### config.mk
export PLATFORM = sky130hd
export DESIGN_NAME = pts_csr_regs
export DESIGN_NICKNAME = d
export VERILOG_FILES = /design/src/sv/pts_pkg.sv /design/src/sv/pts_csr_regs.sv
export SDC_FILE = /design/constraint.sdc
export NUM_CORES = 1
export LEC_CHECK = 0
export BUFFER_PORTS_ARGS = -buffer_cell sky130_fd_sc_hd__buf_4
export CAP_MARGIN = 15
export CORE_MARGIN = 4
export CORE_UTILIZATION = 45
export DETAILED_ROUTE_END_ITERATION = 10
export GPL_ROUTABILITY_DRIVEN = 0
export GPL_TIMING_DRIVEN = 0
export PLACE_DENSITY = 0.85
export SLEW_MARGIN = 20
export SYNTH_ARGS = -nofsm -noshare
export SYNTH_HDL_FRONTEND = slang
export SYNTH_SLANG_ARGS = --single-unit
### constraint.sdc
create_clock -name clock -period 3.7 [get_ports clock]
set_clock_uncertainty 0.2 [all_clocks]
set_input_delay 0.185 -clock clock [delete_from_list [all_inputs] [get_ports clock]]
set_output_delay 0.185 -clock clock [all_outputs]
set_load 0.1 [all_outputs]
### src/sv/pts_pkg.sv
`timescale 1ns / 1ps
// Shared types, register map, style codes and sine table builder for the
// procedural texture shader. No dependencies.
package pts_pkg;

   localparam int unsigned SINE_TABLE_DEPTH = 1024;
   localparam int unsigned SINE_IDX_W       = $clog2(SINE_TABLE_DEPTH);
   localparam int unsigned SINE_QUARTER     = SINE_TABLE_DEPTH / 4;
   localparam int unsigned SINE_ROM_DEPTH   = SINE_QUARTER + 1;
   localparam int unsigned SINE_ADDR_W      = SINE_IDX_W - 1;
   localparam int unsigned SINE_LOW_W       = SINE_IDX_W - 2;
   localparam int unsigned SINE_MAG_W       = 31;

   localparam longint unsigned ONE_Q30     = 64'd1073741824;
   localparam longint unsigned HALF_PI_Q30 = 64'd1686629713;

   localparam int unsigned WEIGHT_W = 17;
   localparam logic [WEIGHT_W-1:0] WEIGHT_ONE = 17'd65536;

   localparam int unsigned CSR_ADDR_W = 5;
   localparam int unsigned CSR_DATA_W = 32;

   localparam logic [2:0] REG_STYLE     = 3'd0;
   localparam logic [2:0] REG_INV_TILE  = 3'd1;
   localparam logic [2:0] REG_BASE_RED  = 3'd2;
   localparam logic [2:0] REG_BASE_GRN  = 3'd3;
   localparam logic [2:0] REG_BASE_BLUE = 3'd4;

   localparam logic [2:0] STYLE_CHECKER     = 3'd0;
   localparam logic [2:0] STYLE_STRIPES_Y   = 3'd1;
   localparam logic [2:0] STYLE_STRIPES_X   = 3'd2;
   localparam logic [2:0] STYLE_GRADIENT_XY = 3'd3;
   localparam logic [2:0] STYLE_GRADIENT_X  = 3'd4;

   typedef struct packed {
      logic signed [31:0] point_x;
      logic signed [31:0] point_y;
   } req_type;

   typedef struct packed {
      logic [15:0] out_red;
      logic [15:0] out_green;
      logic [15:0] out_blue;
   } rsp_type;

   typedef struct packed {
      logic [2:0]  pattern_style;
      logic [31:0] inverse_tile_size;
      logic [15:0] base_red;
      logic [15:0] base_green;
      logic [15:0] base_blue;
   } cfg_type;

   typedef logic [SINE_MAG_W-1:0] sine_rom_type [SINE_ROM_DEPTH];

   // Quarter-wave sine magnitude in unsigned Q1.30 for folded index j (0 .. quarter).
   function automatic logic [SINE_MAG_W-1:0] sine_mag(int unsigned j);
      longint unsigned turn;
      longint unsigned a;
      longint unsigned a2;
      longint unsigned h;
      longint unsigned s;
      turn = (longint'(j) << 32) / SINE_TABLE_DEPTH;
      a  = (turn * HALF_PI_Q30) >> 30;
      a2 = (a * a) >> 30;
      h  = ONE_Q30 - a2 / 72;
      h  = ONE_Q30 - ((a2 * h) >> 30) / 42;
      h  = ONE_Q30 - ((a2 * h) >> 30) / 20;
      h  = ONE_Q30 - ((a2 * h) >> 30) / 6;
      s  = (a * h) >> 30;
      if (s > ONE_Q30) begin
         s = ONE_Q30;
      end
      return s[SINE_MAG_W-1:0];
   endfunction

   function automatic sine_rom_type build_sine_rom();
      sine_rom_type rom;
      for (int unsigned i = 0; i < SINE_ROM_DEPTH; i++) begin
         rom[i] = sine_mag(i);
      end
      return rom;
   endfunction

   // Clip a signed Q16 weight to 0 .. 1.0.
   function automatic logic [WEIGHT_W-1:0] sat_weight(logic signed [33:0] v);
      logic [WEIGHT_W-1:0] w;
      if (v[33]) begin
         w = '0;
      end else if (v > 34'sd65536) begin
         w = WEIGHT_ONE;
      end else begin
         w = v[WEIGHT_W-1:0];
      end
      return w;
   endfunction

endpackage

### src/sv/pts_csr_regs.sv
`timescale 1ns / 1ps
// Configuration register bank behind the APB-style port.
// Depends on pts_pkg for the register map and the cfg_type struct.
module pts_csr_regs (
   input  logic                              clock,
   input  logic                              reset,
   input  logic                              psel,
   input  logic                              penable,
   input  logic                              pwrite,
   input  logic [pts_pkg::CSR_ADDR_W-1:0]    paddr,
   input  logic [pts_pkg::CSR_DATA_W-1:0]    pwdata,
   output logic [pts_pkg::CSR_DATA_W-1:0]    prdata,
   output logic                              pready,
   output pts_pkg::cfg_type                  cfg
);

   pts_pkg::cfg_type cfg_ff;
   pts_pkg::cfg_type cfg_in;
   logic [2:0]       reg_idx;
   logic             wr_en;

   assign pready  = 1'b1;
   assign reg_idx = paddr[pts_pkg::CSR_ADDR_W-1:2];
   assign wr_en   = psel && penable && pwrite && pready;

   always_comb begin
      cfg_in = cfg_ff;
      if (wr_en) begin
         case (reg_idx)
            pts_pkg::REG_STYLE:     cfg_in.pattern_style     = pwdata[2:0];
            pts_pkg::REG_INV_TILE:  cfg_in.inverse_tile_size = pwdata;
            pts_pkg::REG_BASE_RED:  cfg_in.base_red          = pwdata[15:0];
            pts_pkg::REG_BASE_GRN:  cfg_in.base_green        = pwdata[15:0];
            pts_pkg::REG_BASE_BLUE: cfg_in.base_blue         = pwdata[15:0];
            default:                cfg_in = cfg_ff;
         endcase
      end
   end

   always_ff @(posedge clock) begin
      if (reset) begin
         cfg_ff.pattern_style     <= pts_pkg::STYLE_CHECKER;
         cfg_ff.inverse_tile_size <= 32'd65536;
         cfg_ff.base_red          <= 16'hFFFF;
         cfg_ff.base_green        <= 16'hFFFF;
         cfg_ff.base_blue         <= 16'hFFFF;
      end else begin
         cfg_ff <= cfg_in;
      end
   end

   always_comb begin
      case (reg_idx)
         pts_pkg::REG_STYLE:     prdata = {29'd0, cfg_ff.pattern_style};
         pts_pkg::REG_INV_TILE:  prdata = cfg_ff.inverse_tile_size;
         pts_pkg::REG_BASE_RED:  prdata = {16'd0, cfg_ff.base_red};
         pts_pkg::REG_BASE_GRN:  prdata = {16'd0, cfg_ff.base_green};
         pts_pkg::REG_BASE_BLUE: prdata = {16'd0, cfg_ff.base_blue};
         default:                prdata = '0;
      endcase
   end

   assign cfg = cfg_ff;

endmodule

==> flow_metrics.py <==
metrics = {
    "clock_network": {
        "clk_latency_ps": 340,
        "post_cts_resize_count": 0,
        "h-tree-depth": 3,
        "cts_max_path_buffers": 2,
        "root_buffer": "clkbuf_8",
        "cts_buffers": 9,
        "clock-sinks": 83,
        "cts_tree": "yes",
        "clk_pin_slew_ps": 90,
    },
    "worst_setup_path": {
        "critical_path_class": "primary input to primary output",
        "rr_startpoint": "cfg[16]",
        "cp_common_cell": "buf_4",
        "crit_chain": "buf_4 -> nand2b_1 -> nor2_1 -> buf_2 -> clkbuf_1 -> and2_1 -> buf_4",
        "r2r-end": "cfg[16]",
        "crit_buf_inv": 4,
        "end_kind": "primary output",
        "r2r_setup_slack_ps": 2810,
        "crit_fanout": 10,
        "slowest_stage": "clkbuf_1",
        "reg2regPathDepth": 2,
        "worstPathRequired_ps": 3310,
        "critPathTopFamily": "buffers and inverters",
        "arrival_ps": 1830,
        "start_kind": "primary input",
        "worst_path_largest_cell_delay_ps": 360,
        "startpoint": "paddr[4]",
    },
    "routing": {
        "viasPerCell": 5.297,
        "firstDrtPassIters": 5,
        "wire_per_inst_um": 17.89,
        "ant_nets": 0,
        "drcViolationCount": 0,
        "first_iter_violations": 200,
        "wl_um": 12650,
        "num_vias": 3745,
    },
    "yosys": {
        "syn_avg_cell_area_um2": 9.719,
        "synth_cell_type_count": 25,
        "yosys_warnings": 0,
        "ys_seq_area_share_pct": 42.63,
        "ys_ff_latch": 83,
        "async_flop_share_pct": 0,
        "synth-edff-count": 0,
        "syn_nets": 443,
        "syn_inst": 401,
        "synthFlopType": "dfxtp_1",
        "syn_area_um2": 3897,
    },
    "job": {
        "drv_cap": 0,
    },
    "sta": {
        "fmax_mhz": 452.2,
        "drv_slew": 0,
        "slew-limit-headroom_pct": 64.74,
        "worst_pin_slew_ps": 528.9,
        "fin_crit_sh_pct": 59.77,
        "hold_viol": 0,
        "holdWs_ps": 122.5,
        "rsz0062_at_grt": "false",
        "fin_ws_ps": 1489,
        "finalCriticalPeriod_ps": 2211,
        "setup_viol": 0,
        "fin_tns_setup_ps": 0,
    },
    "finish": {
        "final_cell_mix": "buf_4, mux2i_1, dfxtp_1, nor2_1, nand2b_1",
        "fin_nets": 639,
        "final_util_pct": 68.12,
        "drive_gt1_share_pct": 31.40,
        "final_common_cell": "buf_4",
        "antennaDiodeCount": 0,
        "fin_cells": 707,
        "area_delta_synth_final_pct": 45.78,
        "largest_register_ffs": 83,
    },
    "placed_design": {
        "place_ws_ps": 1532,
        "dp_hpwl_um": 9427,
        "portBuffers": 153,
        "dp_cells": 659,
    },
    "floorplanning": {
        "die_h_um": 101.1,
        "io_pins": 158,
        "row_count": 33,
        "die_area_um2": 10210,
        "initial_core_util_pct": 46.73,
        "core_area_um2": 8341,
        "die_w_um": 101.1,
    },
    "power_and_ir_drop": {
        "p_leak_uw": 0.002322,
        "ir_drop_v": 0.0002045,
        "cellPowerDensity_nw_per_um2": 341.5,
    },
    "hold_path": {
        "min_path_cells": 3,
        "whs_endpoint": "cfg[72]",
        "hold_class": "primary input to flip-flop",
        "worstHoldStart": "reset",
    },
    "global_routing": {
        "grt_pass1_wl_um": 19190,
        "grtUsageTotal_pct": 24.02,
        "grt_max_degree": 16,
        "antenna_found_initial": 0,
        "grt_pass1_vias": 3701,
        "overflow": 0,
    },
    "status": {
        "status": "finished, final reports clean",
    },
}
-- worst max path at each step --
stage | end | slack (ps) | depth (start not counted)
6_report | prdata[28] | 1490 | 7
5_1_grt | prdata[28] | 1370 | 7
4_1_cts | prdata[16] | 1500 | 7
3_5_place_dp | prdata[4] | 1530 | 7
3_3_place_gp | prdata[5] | 1540 | 7
2_1_floorplan | prdata[0] | 1300 | 3
-- what timing repair did --
item / in CTS / in global routing
hold endpoints to repair: 81 / 0
setup buffers: 0 / 0
hold buffers: 32 / 0
-- kinds of logic (layout without fill, tap and decap cells) --
group,Yosys count,after routing,share of synthesized area [%]
other cells,1,1,0.09622
buf+inv,32,233,4.238
compound gates,33,33,7.383
flops,83,83,42.63
simple gates,163,163,22.79
mux,89,89,22.86
-- per-stage QoR --
step / power, uW / area, um^2
floorplan: 1206 / 3897
global placement: 1309 / 5177
detailed placement: 1313 / 5177
CTS: 1943 / 5682
global route: 1993 / 5682
finish: 1940 / 5682
-- synthesized netlist by cell type, drive strengths merged (2+ instances only) --
library cell / instances / area share, %
a221o: 13 / 3.3
mux2i: 89 / 23
and2: 16 / 2.6
dfxtp: 83 / 43
nor3b: 3 / 0.83
nand3b: 2 / 0.39
o21ai: 4 / 0.51
nor2: 70 / 6.9
buf: 15 / 2.6
clkbuf: 17 / 1.6
nor3: 2 / 0.55
nand2b: 66 / 11
o21a: 2 / 0.39
a22o: 13 / 2.9
-- power breakdown --
| part | internal, uW | switching [uW] | leakage [uW] | total [uW] |
|---|---|---|---|---|
| registers | 899 | 6.33 | 0.000671 | 906 |
| clock network | 267 | 349 | 0.0000893 | 616 |
| logic | 133 | 285 | 0.00156 | 418 |
-- cell type report --
| cell class | instances | area (um^2) |
|---|---|---|
| Fill cell | 649 | 2659 |
| Multi-Input combinational cell | 286 | 2071 |
| Sequential cell | 83 | 1662 |
| Timing Repair Buffer | 185 | 1469 |
| Buffer | 32 | 165.2 |
| Clock buffer | 10 | 137.6 |
| Tap cell | 105 | 131.4 |
| Clock inverter | 6 | 46.29 |
-- layer usage --
metal | vias to the layer above | global-route usage [%] | wire length [um]
met5 | - | 0 | 0
met4 | 0 | 9.509 | 389
met3 | 30 | 3.529 | 855
met2 | 185 | 41.25 | 6216
met1 | 1775 | 30.13 | 5185
li1 | 1755 | - | -
-- worst register-to-register path, cell delays in order, from the launching register on --
cell	delay, ps
dfxtp_1	350
nor2_1	140
mux2i_1	90
Note: power is estimated with default switching activity, not from simulation.
